===== config.mk =====
export PLATFORM = sky130hd
export DESIGN_NAME = include_directive_scanner
export DESIGN_NICKNAME = d
export VERILOG_FILES = /design/src/rtl/core/incscan_pkg.sv /design/src/rtl/core/incscan_engine.sv /design/src/rtl/core/include_directive_scanner.sv
export SDC_FILE = /design/constraint.sdc
export NUM_CORES = 1
export LEC_CHECK = 0
export BUFFER_PORTS_ARGS = -buffer_cell sky130_fd_sc_hd__buf_2
export CORE_MARGIN = 2
export CORE_UTILIZATION = 29
export CTS_CLUSTER_SIZE = 16
export DETAILED_ROUTE_END_ITERATION = 10
export MAX_ROUTING_LAYER = met4
export PLACE_DENSITY = 0.48
export SYNTH_ARGS = -nofsm -noshare
export SYNTH_HDL_FRONTEND = slang
export SYNTH_HIERARCHICAL = 1
export SYNTH_SLANG_ARGS = --single-unit

===== constraint.sdc =====
create_clock -name aclk -period 3.3 [get_ports aclk]
set_input_delay 0.66 -clock aclk [delete_from_list [all_inputs] [get_ports aclk]]
set_output_delay 0.66 -clock aclk [all_outputs]
set_load 0.005 [all_outputs]

===== src/rtl/core/incscan_pkg.sv =====
// Shared types, codes and character constants of the include directive scanner.
package incscan_pkg;

    localparam int REQ_W  = 2;
    localparam int CHAR_W = 8;
    localparam int KIND_W = 2;
    localparam int MODE_W = 3;
    localparam int IDX_W  = 3;

    localparam logic [REQ_W-1:0] REQ_CHAR = 2'd0;
    localparam logic [REQ_W-1:0] REQ_EOL  = 2'd1;
    localparam logic [REQ_W-1:0] REQ_SOF  = 2'd2;

    localparam logic [KIND_W-1:0] KIND_PATH_CHAR = 2'd0;
    localparam logic [KIND_W-1:0] KIND_COMPLETE  = 2'd1;
    localparam logic [KIND_W-1:0] KIND_ABANDON   = 2'd2;

    localparam logic [MODE_W-1:0] MODE_NORMAL = 3'd0;
    localparam logic [MODE_W-1:0] MODE_MATCH  = 3'd1;
    localparam logic [MODE_W-1:0] MODE_OPENER = 3'd2;
    localparam logic [MODE_W-1:0] MODE_PATH   = 3'd3;
    localparam logic [MODE_W-1:0] MODE_IGNORE = 3'd4;

    localparam logic [IDX_W-1:0] WORD_LEN = 3'd7;

    localparam logic [CHAR_W-1:0] CH_HASH   = 8'h23;
    localparam logic [CHAR_W-1:0] CH_LT     = 8'h3C;
    localparam logic [CHAR_W-1:0] CH_GT     = 8'h3E;
    localparam logic [CHAR_W-1:0] CH_BSLASH = 8'h5C;
    localparam logic [CHAR_W-1:0] CH_STAR   = 8'h2A;
    localparam logic [CHAR_W-1:0] CH_SLASH  = 8'h2F;
    localparam logic [CHAR_W-1:0] CH_QUOTE  = 8'h22;
    localparam logic [CHAR_W-1:0] CH_SPACE  = 8'h20;
    localparam logic [CHAR_W-1:0] CH_TAB    = 8'h09;
    localparam logic [CHAR_W-1:0] CH_CR     = 8'h0D;

    typedef struct packed {
        logic              valid;
        logic [KIND_W-1:0] kind;
        logic [CHAR_W-1:0] path_char;
    } scan_result_t;

    typedef struct packed {
        logic              block_comment;
        logic              in_string;
        logic              escape_pending;
        logic              slash_pending;
        logic              star_pending;
        logic [MODE_W-1:0] scan_mode;
        logic [IDX_W-1:0]  match_index;
        logic              closer_is_quote;
        logic              path_started;
    } scan_state_t;

    function automatic logic is_space(input logic [CHAR_W-1:0] c);
        return (c == CH_SPACE) || (c >= CH_TAB && c <= CH_CR);
    endfunction

    function automatic logic [CHAR_W-1:0] word_letter(input logic [IDX_W-1:0] idx);
        logic [CHAR_W-1:0] l;
        case (idx)
            3'd0: l = 8'h69;
            3'd1: l = 8'h6E;
            3'd2: l = 8'h63;
            3'd3: l = 8'h6C;
            3'd4: l = 8'h75;
            3'd5: l = 8'h64;
            3'd6: l = 8'h65;
            default: l = '0;
        endcase
        return l;
    endfunction

endpackage


===== src/rtl/core/incscan_engine.sv =====
// Scanner state register and the per-item next-state and result logic.
module incscan_engine
    import incscan_pkg::*;
(
    input  logic               aclk,
    input  logic               aresetn,
    input  logic               step_en,
    input  logic [REQ_W-1:0]   req_type,
    input  logic [CHAR_W-1:0]  ch,
    output scan_result_t       result
);

    scan_state_t st_reg;
    scan_state_t st_next;

    function automatic scan_state_t scan_normal(input scan_state_t s,
                                                input logic [CHAR_W-1:0] c);
        scan_state_t n;
        logic        done;
        n    = s;
        done = 1'b0;
        if (s.block_comment) begin
            if (s.star_pending && c == CH_SLASH) begin
                n.block_comment = 1'b0;
                n.star_pending  = 1'b0;
            end else begin
                n.star_pending = (c == CH_STAR);
            end
            done = 1'b1;
        end
        if (!done && s.slash_pending) begin
            n.slash_pending = 1'b0;
            if (c == CH_STAR) begin
                n.block_comment = 1'b1;
                n.star_pending  = 1'b0;
                done            = 1'b1;
            end else if (c == CH_SLASH) begin
                n.scan_mode = MODE_IGNORE;
                done        = 1'b1;
            end
        end
        if (!done && !s.in_string && c == CH_SLASH) begin
            n.slash_pending = 1'b1;
            done            = 1'b1;
        end
        if (!done && c == CH_QUOTE && !s.escape_pending) begin
            n.in_string = !s.in_string;
            done        = 1'b1;
        end
        if (!done && s.in_string) begin
            n.escape_pending = !s.escape_pending && (c == CH_BSLASH);
            done             = 1'b1;
        end
        if (!done) begin
            n.escape_pending = 1'b0;
            if (c == CH_HASH) begin
                n.scan_mode   = MODE_MATCH;
                n.match_index = '0;
            end
        end
        return n;
    endfunction

    function automatic scan_state_t clear_line(input scan_state_t s);
        scan_state_t n;
        n               = '0;
        n.block_comment = s.block_comment;
        return n;
    endfunction

    always_comb begin
        st_next          = st_reg;
        result.valid     = 1'b0;
        result.kind      = KIND_PATH_CHAR;
        result.path_char = '0;
        if (step_en) begin
            case (req_type)
                REQ_EOL, REQ_SOF: begin
                    if (st_reg.scan_mode == MODE_PATH && st_reg.path_started) begin
                        result.valid = 1'b1;
                        result.kind  = KIND_ABANDON;
                    end
                    st_next = clear_line(st_reg);
                    if (req_type == REQ_SOF) begin
                        st_next.block_comment = 1'b0;
                    end
                end
                REQ_CHAR: begin
                    case (st_reg.scan_mode)
                        MODE_NORMAL: begin
                            st_next = scan_normal(st_reg, ch);
                        end
                        MODE_MATCH: begin
                            if (st_reg.match_index == '0 && is_space(ch)) begin
                                st_next = st_reg;
                            end else if (st_reg.match_index != WORD_LEN
                                         && ch == word_letter(st_reg.match_index)) begin
                                st_next.match_index = st_reg.match_index + 1'b1;
                                if (st_reg.match_index + 1'b1 == WORD_LEN) begin
                                    st_next.scan_mode   = MODE_OPENER;
                                    st_next.match_index = '0;
                                end
                            end else begin
                                st_next             = st_reg;
                                st_next.scan_mode   = MODE_NORMAL;
                                st_next.match_index = '0;
                                st_next             = scan_normal(st_next, ch);
                            end
                        end
                        MODE_OPENER: begin
                            if (!is_space(ch)) begin
                                if (ch == CH_LT || ch == CH_QUOTE) begin
                                    st_next.closer_is_quote = (ch == CH_QUOTE);
                                    st_next.path_started    = 1'b0;
                                    st_next.scan_mode       = MODE_PATH;
                                end else begin
                                    st_next.scan_mode = MODE_IGNORE;
                                end
                            end
                        end
                        MODE_PATH: begin
                            if (ch == (st_reg.closer_is_quote ? CH_QUOTE : CH_GT)) begin
                                st_next.scan_mode    = MODE_IGNORE;
                                st_next.path_started = 1'b0;
                                if (st_reg.path_started) begin
                                    result.valid = 1'b1;
                                    result.kind  = KIND_COMPLETE;
                                end
                            end else begin
                                st_next.path_started = 1'b1;
                                result.valid         = 1'b1;
                                result.kind          = KIND_PATH_CHAR;
                                result.path_char     = ch;
                            end
                        end
                        default: begin
                            st_next = st_reg;
                        end
                    endcase
                end
                default: begin
                    st_next = st_reg;
                end
            endcase
        end
    end

    always_ff @(posedge aclk) begin
        if (!aresetn) begin
            st_reg <= '0;
        end else begin
            st_reg <= st_next;
        end
    end

endmodule


===== src/rtl/core/include_directive_scanner.sv =====
// Top level of the include directive scanner: input register, scan engine, result register.
//
// Input channel s_*: one item per handshake, s_tuser the request (character, end of
// line, start of file), s_tdata the text byte. Result channel m_*: m_tuser the result
// kind (path byte, path complete, path abandoned), m_tdata the path byte or zero.
// An item that causes no result produces nothing on m_*.
// A result is registered in the result register after its item leaves the input register.
// Throughput: one item per cycle while m_tready stays high; the scan state update is
// a single combinational step between the input register and the result register.
// Reset (aresetn low at a clock edge) empties both registers and clears all scan
// state, block comment tracking included.
// When the receiver stalls, the result is held in the result register; the input
// register still takes one more item, then s_tready falls until the result is taken.
module include_directive_scanner
    import incscan_pkg::*;
(
    input  logic              aclk,
    input  logic              aresetn,
    input  logic              s_tvalid,
    output logic              s_tready,
    input  logic [7:0]        s_tdata,   // [7:0] ch
    input  logic [REQ_W-1:0]  s_tuser,   // [1:0] req_type
    output logic              m_tvalid,
    input  logic              m_tready,
    output logic [7:0]        m_tdata,   // [7:0] path_char
    output logic [KIND_W-1:0] m_tuser    // [1:0] kind
);

    logic              in_valid_reg;
    logic              in_valid_next;
    logic [REQ_W-1:0]  in_req_reg;
    logic [CHAR_W-1:0] in_ch_reg;
    logic              out_valid_reg;
    logic              out_valid_next;
    logic [KIND_W-1:0] out_kind_reg;
    logic [CHAR_W-1:0] out_char_reg;
    logic              advance;
    logic              in_take;
    scan_result_t      result;

    assign advance  = in_valid_reg && (!out_valid_reg || m_tready);
    assign s_tready = !in_valid_reg || advance;
    assign in_take  = s_tvalid && s_tready;

    incscan_engine u_engine (
        .aclk     (aclk),
        .aresetn  (aresetn),
        .step_en  (advance),
        .req_type (in_req_reg),
        .ch       (in_ch_reg),
        .result   (result)
    );

    always_comb begin
        in_valid_next = in_valid_reg;
        if (in_take) begin
            in_valid_next = 1'b1;
        end else if (advance) begin
            in_valid_next = 1'b0;
        end
        out_valid_next = out_valid_reg;
        if (advance) begin
            out_valid_next = result.valid;
        end else if (m_tready) begin
            out_valid_next = 1'b0;
        end
    end

    always_ff @(posedge aclk) begin
        if (!aresetn) begin
            in_valid_reg  <= 1'b0;
            out_valid_reg <= 1'b0;
        end else begin
            in_valid_reg  <= in_valid_next;
            out_valid_reg <= out_valid_next;
        end
    end

    always_ff @(posedge aclk) begin
        if (in_take) begin
            in_req_reg <= s_tuser;
            in_ch_reg  <= s_tdata;
        end
        if (advance && result.valid) begin
            out_kind_reg <= result.kind;
            out_char_reg <= result.path_char;
        end
    end

    assign m_tvalid = out_valid_reg;
    assign m_tdata  = out_char_reg;
    assign m_tuser  = out_kind_reg;

endmodule

==> impl_metrics.tcl, run 1 <==
set metrics [dict create \
    status "finished clean" \
    crit_path_cell_trace "inv_1 -> ha_1 -> o21a_1 -> o31a_1 -> o2bb2a_1 -> a31oi_1 -> o21ai_0 -> a31o_1" \
    clock_power_share_pct 38.6 \
    hpwl_mm 4.18 \
    yosysSeqAreaShare_pct 39.9 \
    synth_fp_nets 267 \
    intPower_uw 734 \
    fin_crit_sh_pct 78.7 \
    synth_top_family_by_area "simple AND/OR/NAND/NOR gates" \
    yosysWarnings 6 \
    worstPathArrival_ns 2.78 \
    synth_edf_count 20 \
    syn_inst 243 \
    synth-adder-area-share_pct 5.54 \
    drv_slew 0 \
    syn_to_final_growth_pct 14.7 \
    io_buffers 25 \
    drtAntennaViolNets 0 \
    cts.reportedPaths.clkPinSlew_ns 0.07 \
    maxCapViolations 0 \
    switching_share_pct 24.4 \
    fin_nets 294 \
    hold_viol 0 \
    synth.distinct_cells 59 \
    cp_max_fo 6 \
    vdd_drop_max_v 0.000273 \
    synth_ff_type "edfxtp_1" \
    slew_headroom_pct 64.8 \
    critPathLaunchType "flip-flop" \
    synthXorXnorAreaFrac_pct 1.55 \
    grt_pass1_vias 1902 \
    gp_congestion 0.902 \
    max_stage_delay_ns 0.44 \
    hold_buffers 0 \
    cts_htree_levels 2 \
    setup_ws_ns 0.703 \
    leakage_uw 0.000981 \
    hold_class "flip-flop to flip-flop" \
    grt_pass1_wl_mm 9.60 \
    avgSynthCellArea_um2 9.29 \
    synth.area.mux_share_pct 2.22 \
    holdPathStages 2 \
    grt_usage_pct 15.0 \
    clockBufferDepth 2 \
    syn_area_um2 2260 \
    die_x_um 92.2 \
    grt_remaining_overflow 0 \
    numCtsBuffers 5 \
    fmax_mhz 385 \
    rows 32 \
    wire_per_inst_um 15.4 \
    dr_total_vias 1889 \
    yosys.area_share.simple_pct 30.6 \
    reg2reg_depth 8 \
    initialDrtViolationCount 148 \
    largest_reg_flops 13 \
    place_ws_ns 0.626 \
    drive_above_1_share_pct 18.1 \
    ios 26 \
    yosysTopAreaCellShare_pct 26.6 \
    rsz0062_at_grt "false" \
    crit_slowest_cell "dfxtp_1" \
    finalCriticalPeriod_ns 2.60 \
    drc 0 \
    dieArea_um2 8510 \
    antenna_found_initial 0 \
    reg2reg_slack_ns 0.70 \
    seqPwrFrac_pct 51.1 \
    p_sw_uw 237 \
    synth_area_leaders "edfxtp_1 27%, dfxtp_1 13%, ha_1 5.5%" \
    initial_core_util_pct 29.5 \
    cp_data_required_time_ns 3.48 \
    power_density_nw_per_um2 375 \
    combPwrFrac_pct 10.3 \
    post_cts_resized 0 \
    setup_tns_ns 0 \
    tightest_slew_ns 0.528 \
    post_cts_buffers 0 \
    critPathKind "flip-flop to flip-flop" \
    post_drt_via_cell_ratio 5.08 \
    drt_wl_total_mm 5.73 \
    ys_seq_elements 35 \
    dr.pass1.iters 4 \
    grt_max_degree 16 \
    final_util_pct 33.9 \
    diodes 0 \
    root_buffer "clkbuf_8" \
    clkSinkCount 35 \
    die_y_um 92.2 \
    cts_tree "done" \
    crit_path_end_kind "flip-flop" \
    finalPower_uw 971 \
    async_flop_share_pct 0 \
    skew_ns 0.00821 \
    coreArea_um2 7650 \
    clk_latency_ns 0.29 \
    yosysTopAreaCell "edfxtp_1" \
    synth_compound_area_share_pct 15.7 \
    setup_viol 0 \
]
## critical path, delay by kind of cell (launching register included)
kind | cells | cell delay (ns)
flip-flops | 1 | 0.44
AO/OA/AOI/OAI | 6 | 1.63
buffers and inverters | 1 | 0.12
adder cells (fa/ha/maj) | 1 | 0.29
## area by class of cell
class                   instances  area [um^2]
clock buffers                   6         72.6
flip-flops and latches         35          901
inverters                      11         41.3
clock inverters                 1         30.0
repair buffers                 30          163
fillers                       766         5060
well taps                     102          128
multi-input cells             187         1260
## stage by stage
stage                     hold WS [ns]  instances  instance area (um^2)
after detailed placement         0.491        365                  2490
after floorplan                  0.463        243                  2260
after global placement           0.489        365                  2490
after global routing             0.530        372                  2590
after CTS                        0.502        372                  2590
final                            0.498        372                  2590
## kinds of logic after synthesis
| kind of cell | count (synthesis) |
|---|---|
| AO/OA/AOI/OAI | 52 |
| XOR/XNOR | 4 |
| adder cells (fa/ha/maj) | 10 |
| buffers and inverters | 21 |
| flip-flops | 35 |
| multiplexers | 5 |
| AND/OR/NAND/NOR | 116 |
## final timing paths
kind,start,to
setup / recovery,u_engine/st_reg[2],u_engine/st_reg[8]
hold / removal,in_valid_reg,in_valid_reg
setup reg to reg,u_engine/st_reg[2],u_engine/st_reg[8]
hold reg to reg,in_valid_reg,in_valid_reg
## layer usage
layer	wire length (um)	track usage [%]	up-vias
met3	239	2.55	6
met2	2610	22.2	47
li1	-	-	960
met4	109	5.97	0
met5	0	-	-
met1	2770	20.4	876
## layout by cell type, fill, tap and decap left out, types with 7 or more instances in the layout
cell and count:
a21oi_1 12, and3_1 8, buf_2 25, dfxtp_1 15, edfxtp_1 20, ha_1 10
inv_1 11, nand2_1 23, nand2b_1 7, nand3_1 14, nor2_1 15, o21ai_0 7
## cells in the mapped netlist, types with 4 or more instances
cell      instances
nand2_1          23
edfxtp_1         20
dfxtp_1          15
nor2_1           15
nand3_1          14
a21oi_1          12
inv_1            11
ha_1             10
and3_1            8
nand2b_1          7
o21ai_0           7
nor2b_1           6
nor4_1            6
mux2i_1           5
clkbuf_1          4
nor3_1            4
or3_1             4
## power groups by stage
| stage | clock, uW | combinational (uW) | sequential [uW] |
|---|---|---|---|
| global placement | 0 | 101 | 506 |
| floorplan | 0 | 77.3 | 490 |
| detailed placement | 0 | 99.8 | 506 |
| CTS | 385 | 100 | 496 |
| finish | 375 | 100 | 496 |
| global route | 402 | 112 | 498 |
No activity file was read; power rests on OpenSTA's default activity.
==> inputs of run 2 (changes only) <==
PLACE_DENSITY = 0.5   (was 0.48)
clock period = 2.15 ns   (was 3.3 ns; I/O delays follow)
==> run 2 against run 1 <==
  * The flow now finishes with violations (setup timing)
  * Utilization rose by 7.9 points
  * Cell count increased by 13%
  * Worst setup slack got worse by 0.78 ns
  * Via count grew 12%
  * Register-to-register slack got worse by 0.78 ns
  * Clock power grew 63%
  * First-iteration DRC count shrank 10%
  * Critical path type unchanged
  * Critical endpoint is now u_engine/st_reg[12]
  * Largest cell class unchanged
  * Largest power group unchanged
  * Highest routed layer unchanged
==> impl_metrics.tcl, run 2 (synthesis results as in run 1) <==
set metrics [dict create \
    rows 32 \
    cts.reportedPaths.clkPinSlew_ns 0.08 \
    hpwl_mm 4.57 \
    fmax_mhz 449 \
    crit_path_end_kind "flip-flop" \
    drtAntennaViolNets 0 \
    place_ws_ns -0.158 \
    grt_max_degree 13 \
    critPathLaunchType "flip-flop" \
    multi_input_area_um2 1470 \
    io_buffers 25 \
    clkSinkCount 35 \
    max_stage_delay_ns 0.49 \
    grt_pass1_wl_mm 10.1 \
    setup_ws_ns -0.0757 \
    cts_tree "done" \
    stdcell_area_um2 3200 \
    syn_to_final_growth_pct 41.6 \
    initialDrtViolationCount 133 \
    die_x_um 92.2 \
    grt_usage_pct 15.7 \
    diodes 0 \
    crit_path_cell_trace "or3_4 -> or4_4 -> a211o_1 -> and2_4 -> o211ai_1 -> mux2i_1" \
    violations "setup timing" \
    dr_total_vias 2111 \
    largest_reg_flops 13 \
    die_y_um 92.2 \
    placedInstanceArea_um2 2810 \
    grt_pass1_vias 2028 \
    cp_max_fo 5 \
    skew_ns 0.00332 \
    fin_crit_sh_pct 104 \
    clockBufferDepth 2 \
    worstPathArrival_ns 2.46 \
    dieArea_um2 8510 \
    cts_htree_levels 2 \
    coreArea_um2 7650 \
    seqCellArea_um2 908 \
    drc 0 \
    slew_headroom_pct 72.0 \
    ios 26 \
    finalCriticalPeriod_ns 2.23 \
    vdd_drop_max_v 0.000319 \
    rsz0062_at_grt "true" \
    gp_congestion 0.909 \
    fin_nets 340 \
    final_cell_mix "47 x buf_4, 25 x buf_2, 21 x nand2_1" \
    grt_remaining_overflow 0 \
    root_buffer "clkbuf_8" \
    crit_slowest_cell "or4_4" \
    tightest_slew_ns 0.420 \
    critPathKind "flip-flop to flip-flop" \
    finalPower_uw 1610 \
    setup_viol 5 \
    hold_class "input port to flip-flop" \
    clk_latency_ns 0.30 \
    drt_wl_total_mm 6.26 \
    status "complete, but fails checks" \
    maxCapViolations 0 \
    numCtsBuffers 5 \
    hold_viol 0 \
    post_drt_via_cell_ratio 5.04 \
    dr.pass1.iters 4 \
    leakage_uw 0.00125 \
    final_common_cell "buf_4" \
    power_density_nw_per_um2 504 \
    drv_slew 0 \
    wire_per_inst_um 14.9 \
    initial_core_util_pct 29.5 \
    drive_above_1_share_pct 40.1 \
    cp_data_required_time_ns 2.38 \
    fillers 742 \
    antenna_found_initial 0 \
]
run 2: worst paths after layout:
| check | startpoint | to | slack [ns] | depth (start not counted) |
|---|---|---|---|---|
| max | in_ch_reg[4] | u_engine/st_reg[12] | -0.08 | 6 |
| min | s_tdata[5] | in_ch_reg[5] | 0.30 | 1 |
| max reg2reg | in_ch_reg[4] | u_engine/st_reg[12] | -0.08 | 6 |
| min reg2reg | u_engine/st_reg[3] | u_engine/st_reg[3] | 0.50 | 2 |
run 2: per-layer routing:
layer	track usage (%)	up-vias	wire length, um
met1	20.6	995	2930
met3	3.45	14	310
met2	22.2	49	2850
li1	-	1053	-
met4	8.71	0	170
met5	-	-	0
run 2: repair_timing:
action                     in CTS  in global routing
buffers inserted                4                  6
pin swaps                       4                 11
gates resized for setup        16                 25
hold buffers                    0                  0
setup endpoints to repair      20                 26
run 2: report_power, final:
group | total (uW) | switching (uW) | internal (uW)
registers | 738 | 17.8 | 721
logic | 262 | 138 | 125
clock network | 611 | 266 | 345
run 2: final cells by class:
| class | instances | area share, % |
|---|---|---|
| Multi-Input combinational cell | 187 | 45.9 |
| Sequential cell | 35 | 28.4 |
| Timing Repair Buffer | 76 | 16.9 |
| Tap cell | 102 | 3.99 |
| Clock buffer | 5 | 2.15 |
| Clock inverter | 3 | 1.37 |
| Inverter | 11 | 1.29 |
run 2: stage by stage:
stage	TNS, ns	util [%]	std cells	hold WS (ns)
after CTS	-0.167	39.7	413	0.293
after detailed placement	-1.97	36.7	401	0.486
after floorplan	-0.0931	-	243	0.463
after global placement	-1.18	36.7	401	0.478
after global routing	-1.38	41.8	419	0.283
final	-0.240	41.8	419	0.302
run 2: critical path: cells and delay by family, from the launching register on:
family,cells,cell delay [ns]
AOI/OAI and AO/OA,2,0.48
and+or+nand+nor,3,1.02
DFF,1,0.44
muxes,1,0.21
